--- src/hdl/best_fit_role_allocator_top_defines.svh ---
// assertion macros for the best-fit allocator
// used by the modules that carry concurrent assertions, no dependencies
`ifndef BEST_FIT_ROLE_ALLOCATOR_TOP_DEFINES_SVH
`define BEST_FIT_ROLE_ALLOCATOR_TOP_DEFINES_SVH

`ifndef SYNTHESIS
`define BFRA_ASSERT_IMPL(label, clk, rst_n, ante, cons) \
	label: assert property (@(posedge clk) disable iff (!(rst_n)) (ante) |-> (cons)) \
		else $error("assertion failed");
`define BFRA_ASSERT_NEXT(label, clk, rst_n, ante, cons) \
	label: assert property (@(posedge clk) disable iff (!(rst_n)) (ante) |=> (cons)) \
		else $error("assertion failed");
`else
`define BFRA_ASSERT_IMPL(label, clk, rst_n, ante, cons)
`define BFRA_ASSERT_NEXT(label, clk, rst_n, ante, cons)
`endif

`endif

--- src/hdl/bfra_pkg.sv ---
// shared constants, codes and control structs for the best-fit allocator
// no dependencies
`timescale 1ns / 1ps

package bfra_pkg;

	localparam int DEPTH      = 64;
	localparam int SCORE_BITS = 16;
	localparam int IDX_W      = $clog2(DEPTH);
	localparam int CNT_W      = $clog2(DEPTH + 1);
	localparam int KIND_W     = 2;
	localparam int VALUE_W    = 16;
	localparam int STATUS_W   = 2;
	localparam int ENTRY_W    = 7;
	localparam int OUT_DATA_W = 8;

	typedef enum logic [KIND_W-1:0] {
		KIND_CLEAR = 2'd0,
		KIND_LOAD  = 2'd1,
		KIND_QUERY = 2'd2
	} kind_t;

	typedef enum logic [STATUS_W-1:0] {
		ST_OK    = 2'd0,
		ST_FULL  = 2'd1,
		ST_NOFIT = 2'd2
	} status_t;

	typedef struct packed {
		logic latch;
		logic scan_start;
		logic scan_rd;
		logic commit;
	} dp_cmd_t;

	typedef struct packed {
		logic [KIND_W-1:0] kind;
		logic              cnt_zero;
		logic              scan_last;
		logic              out_busy;
	} dp_stat_t;

endpackage

--- src/hdl/bfra_ctrl.sv ---
// controller state machine for the best-fit allocator
// depends on bfra_pkg
`timescale 1ns / 1ps

module bfra_ctrl (
	input  logic               clk,
	input  logic               arst_n,
	input  logic               s_tvalid,
	output logic               s_tready,
	output bfra_pkg::dp_cmd_t  cmd,
	input  bfra_pkg::dp_stat_t stat
);
	import bfra_pkg::*;

	typedef enum logic [4:0] {
		S_IDLE  = 5'b00001,
		S_EXEC  = 5'b00010,
		S_SCAN  = 5'b00100,
		S_DRAIN = 5'b01000,
		S_RESP  = 5'b10000
	} state_t;

	state_t state_q;
	state_t state_nxt;

	always_comb begin
		state_nxt = state_q;
		cmd       = '0;
		s_tready  = (state_q == S_IDLE);
		case (state_q)
			S_IDLE: begin
				if (s_tvalid) begin
					cmd.latch = 1'b1;
					state_nxt = S_EXEC;
				end
			end
			S_EXEC: begin
				if (stat.kind == KIND_QUERY && !stat.cnt_zero) begin
					cmd.scan_start = 1'b1;
					state_nxt      = S_SCAN;
				end else begin
					state_nxt = S_RESP;
				end
			end
			S_SCAN: begin
				cmd.scan_rd = 1'b1;
				if (stat.scan_last) begin
					state_nxt = S_DRAIN;
				end
			end
			S_DRAIN: begin
				state_nxt = S_RESP;
			end
			S_RESP: begin
				if (!stat.out_busy) begin
					cmd.commit = 1'b1;
					state_nxt  = S_IDLE;
				end
			end
			default: begin
				state_nxt = S_IDLE;
			end
		endcase
	end

	always_ff @(posedge clk or negedge arst_n) begin
		if (!arst_n) begin
			state_q <= S_IDLE;
		end else begin
			state_q <= state_nxt;
		end
	end

endmodule

--- src/hdl/bfra_dpath.sv ---
// datapath: score memory, live bits, scan compare and output register
// depends on bfra_pkg and best_fit_role_allocator_top_defines.svh
`timescale 1ns / 1ps
`include "best_fit_role_allocator_top_defines.svh"

module bfra_dpath (
	input  logic                                clk,
	input  logic                                arst_n,
	input  logic [bfra_pkg::VALUE_W-1:0]        s_tdata,
	input  logic [bfra_pkg::KIND_W-1:0]         s_tuser,
	output logic                                m_tvalid,
	input  logic                                m_tready,
	output logic [bfra_pkg::OUT_DATA_W-1:0]     m_tdata,
	output logic [bfra_pkg::STATUS_W-1:0]       m_tuser,
	input  bfra_pkg::dp_cmd_t                   cmd,
	output bfra_pkg::dp_stat_t                  stat
);
	import bfra_pkg::*;

	logic [SCORE_BITS-1:0] mem [DEPTH];

	logic [KIND_W-1:0]     kind_q;
	logic [SCORE_BITS-1:0] val_q;
	logic [CNT_W-1:0]      cnt_q;
	logic [DEPTH-1:0]      live_q;
	logic [IDX_W-1:0]      addr_q;
	logic [SCORE_BITS-1:0] rd_data_s1;
	logic [IDX_W-1:0]      idx_s1;
	logic                  vld_s1;
	logic                  found_q;
	logic [IDX_W-1:0]      best_idx_q;
	logic [SCORE_BITS-1:0] best_score_q;
	logic                  m_valid_q;
	logic [STATUS_W-1:0]   m_status_q;
	logic [ENTRY_W-1:0]    m_entry_q;

	logic                  full;
	logic                  hit;
	logic                  do_load;
	logic [CNT_W-1:0]      cnt_m1;
	logic [CNT_W-1:0]      grant_num;
	logic [STATUS_W-1:0]   res_status;
	logic [ENTRY_W-1:0]    res_entry;

	assign full      = (cnt_q == CNT_W'(DEPTH));
	assign do_load   = cmd.commit && (kind_q == KIND_LOAD) && !full;
	assign cnt_m1    = cnt_q - CNT_W'(1);
	assign grant_num = CNT_W'(best_idx_q) + CNT_W'(1);
	assign hit       = vld_s1 && live_q[idx_s1] && (rd_data_s1 >= val_q)
		&& (!found_q || (rd_data_s1 < best_score_q));

	always_comb begin
		res_status = ST_OK;
		res_entry  = '0;
		case (kind_q)
			KIND_CLEAR: begin
				res_status = ST_OK;
			end
			KIND_LOAD: begin
				res_status = full ? ST_FULL : ST_OK;
			end
			KIND_QUERY: begin
				if (found_q) begin
					res_status = ST_OK;
					res_entry  = ENTRY_W'(grant_num);
				end else begin
					res_status = ST_NOFIT;
				end
			end
			default: begin
				res_status = ST_OK;
			end
		endcase
	end

	// single port score memory
	always_ff @(posedge clk) begin
		if (do_load) begin
			mem[cnt_q[IDX_W-1:0]] <= val_q;
		end else if (cmd.scan_rd) begin
			rd_data_s1 <= mem[addr_q];
		end
	end

	always_ff @(posedge clk) begin
		if (cmd.latch) begin
			kind_q <= s_tuser;
			val_q  <= s_tdata[SCORE_BITS-1:0];
		end
		if (cmd.scan_rd) begin
			idx_s1 <= addr_q;
		end
		if (hit) begin
			best_idx_q   <= idx_s1;
			best_score_q <= rd_data_s1;
		end
		if (cmd.commit) begin
			m_status_q <= res_status;
			m_entry_q  <= res_entry;
		end
	end

	always_ff @(posedge clk or negedge arst_n) begin
		if (!arst_n) begin
			cnt_q     <= '0;
			live_q    <= '0;
			addr_q    <= '0;
			vld_s1    <= 1'b0;
			found_q   <= 1'b0;
			m_valid_q <= 1'b0;
		end else begin
			vld_s1 <= cmd.scan_rd;
			if (cmd.scan_start) begin
				addr_q <= '0;
			end else if (cmd.scan_rd) begin
				addr_q <= addr_q + IDX_W'(1);
			end
			if (cmd.latch) begin
				found_q <= 1'b0;
			end else if (hit) begin
				found_q <= 1'b1;
			end
			if (cmd.commit) begin
				case (kind_q)
					KIND_CLEAR: begin
						live_q <= '0;
						cnt_q  <= '0;
					end
					KIND_LOAD: begin
						if (!full) begin
							live_q[cnt_q[IDX_W-1:0]] <= 1'b1;
							cnt_q                    <= cnt_q + CNT_W'(1);
						end
					end
					KIND_QUERY: begin
						if (found_q) begin
							live_q[best_idx_q] <= 1'b0;
						end
					end
					default: begin
					end
				endcase
			end
			if (cmd.commit) begin
				m_valid_q <= 1'b1;
			end else if (m_tready) begin
				m_valid_q <= 1'b0;
			end
		end
	end

	assign m_tvalid       = m_valid_q;
	assign m_tdata        = {{(OUT_DATA_W - ENTRY_W){1'b0}}, m_entry_q};
	assign m_tuser        = m_status_q;
	assign stat.kind      = kind_q;
	assign stat.cnt_zero  = (cnt_q == '0);
	assign stat.scan_last = (CNT_W'(addr_q) == cnt_m1);
	assign stat.out_busy  = m_valid_q && !m_tready;

	`BFRA_ASSERT_NEXT(a_grant_clears_live, clk, arst_n, cmd.commit && kind_q == KIND_QUERY && found_q, !live_q[best_idx_q])
	`BFRA_ASSERT_IMPL(a_count_bounded, clk, arst_n, 1'b1, cnt_q <= CNT_W'(DEPTH))
	`BFRA_ASSERT_IMPL(a_fail_has_no_number, clk, arst_n, m_valid_q && m_status_q != ST_OK, m_entry_q == '0)

endmodule

--- src/hdl/best_fit_role_allocator_top.sv ---
// best-fit allocator: a scored entry list with append, clear and best-fit grant-and-remove.
// One item is handled at a time; the input is taken again while a result still waits in
// the output register. Clear, load, unused kinds and a query on an empty table go from the
// execute state straight to the response state; a query on a loaded table scans, reading
// the single port score memory once per loaded entry, then drains. A held result stalls
// the next item in its response state. Live flags are flops cleared by reset, so there is
// no clearing pass after reset. Ties in score go to the lowest entry number.
// depends on bfra_pkg, bfra_ctrl and bfra_dpath
`timescale 1ns / 1ps

module best_fit_role_allocator_top (
	input  logic                            clk,
	input  logic                            arst_n,
	input  logic                            s_tvalid,
	output logic                            s_tready,
	input  logic [bfra_pkg::VALUE_W-1:0]    s_tdata,  // value
	input  logic [bfra_pkg::KIND_W-1:0]     s_tuser,  // kind
	output logic                            m_tvalid,
	input  logic                            m_tready,
	output logic [bfra_pkg::OUT_DATA_W-1:0] m_tdata,  // entry_number, zero pad
	output logic [bfra_pkg::STATUS_W-1:0]   m_tuser   // status
);
	import bfra_pkg::*;

	dp_cmd_t  cmd;
	dp_stat_t stat;

	bfra_ctrl u_ctrl (
		.clk      (clk),
		.arst_n   (arst_n),
		.s_tvalid (s_tvalid),
		.s_tready (s_tready),
		.cmd      (cmd),
		.stat     (stat)
	);

	bfra_dpath u_dpath (
		.clk      (clk),
		.arst_n   (arst_n),
		.s_tdata  (s_tdata),
		.s_tuser  (s_tuser),
		.m_tvalid (m_tvalid),
		.m_tready (m_tready),
		.m_tdata  (m_tdata),
		.m_tuser  (m_tuser),
		.cmd      (cmd),
		.stat     (stat)
	);

endmodule
--- config.mk ---
export PLATFORM = sky130hd
export DESIGN_NAME = best_fit_role_allocator_top
export DESIGN_NICKNAME = d
export VERILOG_FILES = /design/src/hdl/bfra_pkg.sv /design/src/hdl/bfra_ctrl.sv /design/src/hdl/bfra_dpath.sv /design/src/hdl/best_fit_role_allocator_top.sv
export VERILOG_INCLUDE_DIRS = /design/src /design/src/hdl
export SDC_FILE = /design/constraint.sdc
export NUM_CORES = 1
export LEC_CHECK = 0
export BUFFER_PORTS_ARGS = -buffer_cell sky130_fd_sc_hd__clkbuf_2
export CORE_MARGIN = 2
export CORE_UTILIZATION = 30
export CTS_BUF_LIST = sky130_fd_sc_hd__clkbuf_8
export CTS_CLUSTER_DIAMETER = 100
export DETAILED_ROUTE_END_ITERATION = 7
export GPL_TIMING_DRIVEN = 0
export SLEW_MARGIN = 20
export SYNTH_ARGS = -nofsm -noshare
export SYNTH_HDL_FRONTEND = slang
export SYNTH_SLANG_ARGS = --single-unit
--- constraint.sdc ---
create_clock -name clk -period 4.3 [get_ports clk]
set_input_delay 0.43 -clock clk [delete_from_list [all_inputs] [get_ports clk]]
set_output_delay 0.43 -clock clk [all_outputs]
set_load 0.005 [all_outputs]
==> results.sh, run 1 <==
export IMPL_worstSkewPairLatency_ps=890
export IMPL_critical_path_source_type="register"
export IMPL_route_final_wire_length_um=119000
export IMPL_path_cells="clkbuf_1, inv_1, ha_1, nor2b_1, and3_1, nor3_1, nand2_1, nor2_2, buf_6"
export IMPL_floorplan_initialDensity_pct=30.2
export IMPL_power_share_sequential_pct=50.9
export IMPL_post_synth_edffs=1095
export IMPL_ys_warnings_count=0
export IMPL_syn_area_um2=47300
export IMPL_synth_seq_area_share_pct=74.0
export IMPL_layout_area_overhead_vs_synth_pct=17.6
export IMPL_timing_max_slew_rel_slack_pct=25.9
export IMPL_detailed_place_area_um2=51900
export IMPL_gr_usage_all_layers_pct=14.8
export IMPL_clkTransAtPathRegs_ps=60
export IMPL_place_worst_setup_slack_ps=-126
export IMPL_worst_hold_slack_ps=166
export IMPL_total_switching_power_uw=7020
export IMPL_syn_avg_cell_area_um2=20.5
export IMPL_placeableCoreArea_um2=156000
export IMPL_chipHeight_um=401
export IMPL_timing_clock_skew_ps=53.4
export IMPL_timing_max_transition_violations_final=0
export IMPL_post_synth_main_area_contributors="edfxtp_1 (70%), mux4_2 (17%), dfrtp_1 (4.4%), a21oi_1 (1.5%), ha_1 (1.0%)"
export IMPL_synthDistinctLibCells=51
export IMPL_die_width_um=401
export IMPL_slowest_stage_cell_cp="nor2_2"
export IMPL_max_vdd_ir_drop_v=0.000279
export IMPL_kind_of_cell_adding_the_most_delay_to_the_critical_path="simple AND/OR/NAND/NOR gates"
export IMPL_ioPinCount=34
export IMPL_finalSetupViolations=0
export IMPL_first_iter_violations=2602
export IMPL_required_ps=4850
export IMPL_tritoncts="built"
export IMPL_power_density_nw_per_um2=470
export IMPL_drcViolationCount=0
export IMPL_clock_power_share_pct=33.0
export IMPL_worst_setup_path_type="register to register"
export IMPL_vias_in_the_first_global_route=24600
export IMPL_first_pass_iters=5
export IMPL_static_leakage_power_uw=0.0178
export IMPL_critPathMaxFanout=9
export IMPL_gpl_final_weighted_congestion=0.866
export IMPL_critPathMaxStageDelay_ps=740
export IMPL_avgRoutedWirePerCell_um=24.5
export IMPL_clockBufferDepth=3
export IMPL_run_status="finished clean"
export IMPL_final_period_utilization_pct=96.2
export IMPL_rows=145
export IMPL_via_count=24400
export IMPL_synth_cells=2307
export IMPL_switching_share_pct=26.9
export IMPL_grt_antenna_before_repair=4
export IMPL_power_frac_comb_pct=16.1
export IMPL_ys_flop_type="edfxtp_1"
export IMPL_final_hold_viol_count=0
export IMPL_final_setup_worst_slack_ps=165
export IMPL_drtAntennaViolNets=0
export IMPL_postSynthRegisterBits=1180
export IMPL_synth_most_common_cell="edfxtp_1"
export IMPL_final_design_area_no_fill_um2=55600
export IMPL_post_synth_most_frequent_cells="edfxtp_1 (1,095), mux4_2 (350), a21oi_1 (140)"
export IMPL_clk_root_buffer_cell="clkbuf_8"
export IMPL_globalRoute_totalOverflow=0
export IMPL_fin_setup_tns_ps=0
export IMPL_min_period_ps=4130
export IMPL_worst_slew_pin_slew_ps=1110
export IMPL_worstPathBufferInverterCount=3
export IMPL_h_tree_depth=4
export IMPL_tritoncts_num_buffers=187
export IMPL_reg2reg_setup_slack_ps=170
export IMPL_finish_net_count=2727
export IMPL_post_route_cells_drive_above_1_share_pct=30.2
export IMPL_grt_pass1_wl_um=174000
export IMPL_critPathCaptureType="register"
export IMPL_grt_setup_unrepaired="no"
export IMPL_place_hpwl_um=82100
export IMPL_tritoncts_num_sinks=1180
export IMPL_fmax_mhz=242
export IMPL_yosysTopAreaCellShare_pct=69.5
export IMPL_async_sr_flop_fraction_pct=7.20
export IMPL_internal_power_uw=19100
export IMPL_post_synth_top_area_cell="edfxtp_1"
export IMPL_drv_cap=0
export IMPL_cp_data_arrival_time_ps=4690
export IMPL_pin_count_of_the_biggest_net_entering_global_routing=86
export IMPL_route_detailed_vias_per_inst=5.01
export IMPL_hold_class="primary input to asynchronous set/reset pin"
export IMPL_synthesis_nets=2368
export IMPL_placement_io_buffers=32
export IMPL_die_area_um2=161000
[metal layers]
metal / track usage [%] / vias to the layer above / share of wire (%)
met3: 2.86 / 196 / 7.0
met5: 0 / - / 0
li1: - / 10300 / -
met1: 20.4 / 12900 / 43
met2: 23.4 / 962 / 47
met4: 5.24 / 0 / 2.9
[repair_timing]
| action | 4_1_cts | 5_1_grt |
|---|---|---|
| buffers inserted | 2 | 0 |
| setup endpoints to repair | 155 | 531 |
| resized for setup | 5 | 19 |
| hold buffers | 21 | 0 |
| pin swaps | 1 | 0 |
| endpoints found under the hold margin | 113 | 0 |
[through the flow]
stage	cells	power (µW)	utilization (%)
6_report	4869	26100	35.5
4_1_cts	4865	26400	35.5
2_1_floorplan	2307	15900	-
5_1_grt	4867	27100	35.5
3_5_place_dp	4512	17800	33.2
3_3_place_gp	4397	17400	32.0
[cells in the final DEF (no fill, tap or decap), types with 10 or more instances in the layout]
cell	n
clkbuf_8	190
dlygate4sd3_1	21
mux4_2	350
xor2_1	11
a21boi_0	56
nor2_1	40
clkinv_1	33
buf_16	12
edfxtp_1	1095
nor2_4	15
clkbuf_2	35
nor2_2	47
buf_6	52
buf_8	52
ha_1	39
dfrtp_1	84
buf_4	21
a21oi_1	140
nand2_1	21
clkbuf_1	77
o21ai_0	56
buf_2	13
and3_1	15
buf_1	20
inv_1	112
o21ai_1	18
nand3_1	16
clkinv_2	17
xnor2_1	10
[tightest hold or removal path: cells and delay by family]
kind | cells | cell delay [ps]
buffers and inverters | 3 | 1010
[layout make-up]
| class | count | area (µm²) |
|---|---|---|
| buffer | 137 | 642 |
| clock buffer | 189 | 2600 |
| timing repair buffer | 170 | 2090 |
| clock inverter | 141 | 711 |
| fill | 14500 | 101000 |
| antenna | 4 | 10.0 |
| multi-input combinational | 948 | 11800 |
| tap | 2058 | 2570 |
| sequential | 1180 | 35000 |
| inverter | 42 | 158 |
[path summary, 6_finish.rpt]
| check | from | end | cells after the start |
|---|---|---|---|
| setup / recovery | u_dpath.cnt_q[0] | u_dpath.mem[42][2] | 9 |
| hold / removal | arst_n | u_dpath.live_q[28] | 3 |
| setup reg to reg | u_dpath.cnt_q[0] | u_dpath.mem[42][2] | 9 |
| hold reg to reg | u_dpath.addr_q[5] | u_dpath.idx_s1[5] | 0 |
| max in group asynchronous | arst_n | u_ctrl.state_q[0] | 3 |
| min in group clk | s_tdata[15] | u_dpath.val_q[15] | 2 |
[power by group through the flow]
stage / clock network (µW) / logic, µW / registers (µW)
6_report: 8620 / 4200 / 13300
3_5_place_dp: 0 / 4210 / 13600
4_1_cts: 8850 / 4230 / 13300
5_1_grt: 9350 / 4460 / 13300
3_3_place_gp: 0 / 3190 / 14200
2_1_floorplan: 0 / 2160 / 13700
[registers in the layout, indices dropped and copies added, names as in the netlist, 5 cells and up]
signal and flops:
u_dpath.best_score_q 16, u_dpath.rd_data_s1 16, u_ctrl.state_q 5, u_dpath.addr_q 6
u_dpath.cnt_q 7, u_dpath.mem 1024, u_dpath.best_idx_q 6, u_dpath.idx_s1 6
u_dpath.live_q 64, u_dpath.val_q 16, u_dpath.m_entry_q 7
[logic make-up after synthesis]
logic type,synth area share (%)
AOI/OAI and AO/OA,3.74
xor gates and xnor gates,0.389
adders and majority gates,1.03
buffers and inverters,1.67
DFF,74.0
muxes,16.9
other,0.00793
and+or+nand+nor,2.21
Note: power is estimated with default switching activity, not from simulation.
==> run 2: changes to the inputs <==
- CORE_UTILIZATION: 30 -> 45
==> results.sh, run 2 (synthesis gave the netlist of run 1 again) <==
export IMPL_critPathMaxStageDelay_ps=770
export IMPL_pin_count_of_the_biggest_net_entering_global_routing=86
export IMPL_power_density_nw_per_um2=481
export IMPL_final_period_utilization_pct=104
export IMPL_grt_pass1_wl_um=174000
export IMPL_gr_usage_all_layers_pct=22.7
export IMPL_min_period_ps=4480
export IMPL_mostFrequentLayoutCells="edfxtp_1 (1,095), mux4_2 (350), clkbuf_8 (190)"
export IMPL_placement_io_buffers=32
export IMPL_slowest_stage_cell_cp="nand2_1"
export IMPL_hold_class="primary input to asynchronous set/reset pin"
export IMPL_finalSetupViolations=113
export IMPL_post_route_cells_drive_above_1_share_pct=29.8
export IMPL_failed_checks="negative setup slack"
export IMPL_final_hold_viol_count=0
export IMPL_numPlacedInstances=3833
export IMPL_route_final_wire_length_um=121000
export IMPL_drcViolationCount=0
export IMPL_avgRoutedWirePerCell_um=28.8
export IMPL_place_hpwl_um=84700
export IMPL_timing_clock_skew_ps=46.3
export IMPL_static_leakage_power_uw=0.0177
export IMPL_via_count=24700
export IMPL_fin_setup_tns_ps=-11360
export IMPL_chipHeight_um=328
export IMPL_h_tree_depth=4
export IMPL_timing_max_slew_rel_slack_pct=24.1
export IMPL_drtAntennaViolNets=0
export IMPL_die_area_um2=108000
export IMPL_finish_net_count=2725
export IMPL_fin_total_pwr_uw=26300
export IMPL_path_common_cell="clkbuf_1"
export IMPL_critPathCaptureType="register"
export IMPL_tritoncts_num_sinks=1180
export IMPL_largest_register_ff_count=1024
export IMPL_worstSkewPairLatency_ps=880
export IMPL_run_status="finished, violations left"
export IMPL_vias_in_the_first_global_route=25100
export IMPL_final_common_cell="edfxtp_1"
export IMPL_postCtsSetupRepairBufs=0
export IMPL_clkTransAtPathRegs_ps=70
export IMPL_tritoncts_num_buffers=188
export IMPL_rows=118
export IMPL_grt_setup_unrepaired="yes"
export IMPL_first_iter_violations=2776
export IMPL_grt_antenna_before_repair=5
export IMPL_worst_setup_path_type="register to register"
export IMPL_required_ps=4830
export IMPL_tritoncts="built"
export IMPL_ioPinCount=34
export IMPL_layout_area_overhead_vs_synth_pct=15.7
export IMPL_timing_max_transition_violations_final=0
export IMPL_worst_slew_pin_slew_ps=1140
export IMPL_layout_cells_non_filler=4201
export IMPL_fmax_mhz=223
export IMPL_route_detailed_vias_per_inst=5.88
export IMPL_drv_cap=0
export IMPL_die_width_um=328
export IMPL_critical_path_source_type="register"
export IMPL_floorplan_initialDensity_pct=45.5
export IMPL_max_vdd_ir_drop_v=0.000315
export IMPL_clockBufferDepth=3
export IMPL_critPathMaxFanout=10
export IMPL_clk_root_buffer_cell="clkbuf_8"
export IMPL_first_pass_iters=5
export IMPL_cp_data_arrival_time_ps=5010
export IMPL_path_cells="clkbuf_1, inv_1, ha_1, nor2b_1, and3_1, nor3_1, clkbuf_1, nand2_1, nor2_2, buf_6"
export IMPL_globalRoute_totalOverflow=0
export IMPL_final_setup_worst_slack_ps=-182
export IMPL_gpl_final_weighted_congestion=0.912
export IMPL_placeableCoreArea_um2=104000
export IMPL_place_worst_setup_slack_ps=-338
[run 2: critical path: cells and delay by family, from the launching register on]
| kind | cells | cell delay (ps) |
|---|---|---|
| simple gates | 5 | 2260 |
| flops | 1 | 350 |
| fa+ha+maj | 1 | 280 |
| buf+inv | 4 | 1230 |
[run 2: worst paths after layout]
path / start / end / slack, ps / cells past startpoint
max in group asynchronous: arst_n / u_dpath.live_q[60] / 3600 / 2
min in group clk: s_tdata[12] / u_dpath.val_q[12] / 310 / 2
setup reg to reg: u_dpath.cnt_q[0] / u_dpath.mem[9][10] / -180 / 10
hold / removal: arst_n / u_dpath.live_q[52] / 200 / 2
hold reg to reg: u_dpath.idx_s1[0] / u_dpath.best_idx_q[0] / 470 / 0
setup / recovery: u_dpath.cnt_q[0] / u_dpath.mem[9][10] / -180 / 10
[run 2: layout make-up]
type | instances | area, µm²
inverter | 42 | 158
antenna | 2 | 5.00
clock inverter | 156 | 818
multi-input combinational | 948 | 11700
buffer | 137 | 643
timing repair buffer | 167 | 1990
tap | 1380 | 1730
clock buffer | 189 | 2600
fill | 8167 | 49300
sequential | 1180 | 35000
[run 2: power breakdown]
| part | internal (µW) | switching [µW] |
|---|---|---|
| Combinational | 1740 | 2400 |
| Clock | 4410 | 4380 |
| Sequential | 13100 | 225 |
| Total | 19300 | 7010 |
[run 2: layer usage]
layer  vias to the layer above  GRT usage (%)  wire length (µm)
met1                     13100           31.1             49500
li1                      10300              -                 -
met4                         4           8.90              4280
met3                       240           4.19              8130
met2                      1008           36.6             59000
met5                         -              0                16
[run 2: timing repair]
item | in CTS | in global routing
hold buffers | 21 | 0
setup endpoints to repair | 37 | 308
gates resized for setup | 5 | 8
endpoints found under the hold margin | 106 | 0
[run 2: per-stage QoR]
stage               util (%)  hold WS, ps  area (µm²)
detailed placement      49.1          459       51000
global placement        47.3          444       49200
global route            52.6          233       54700
floorplan                  -          134       47300
finish                  52.6          204       54700
CTS                     52.6          149       54600
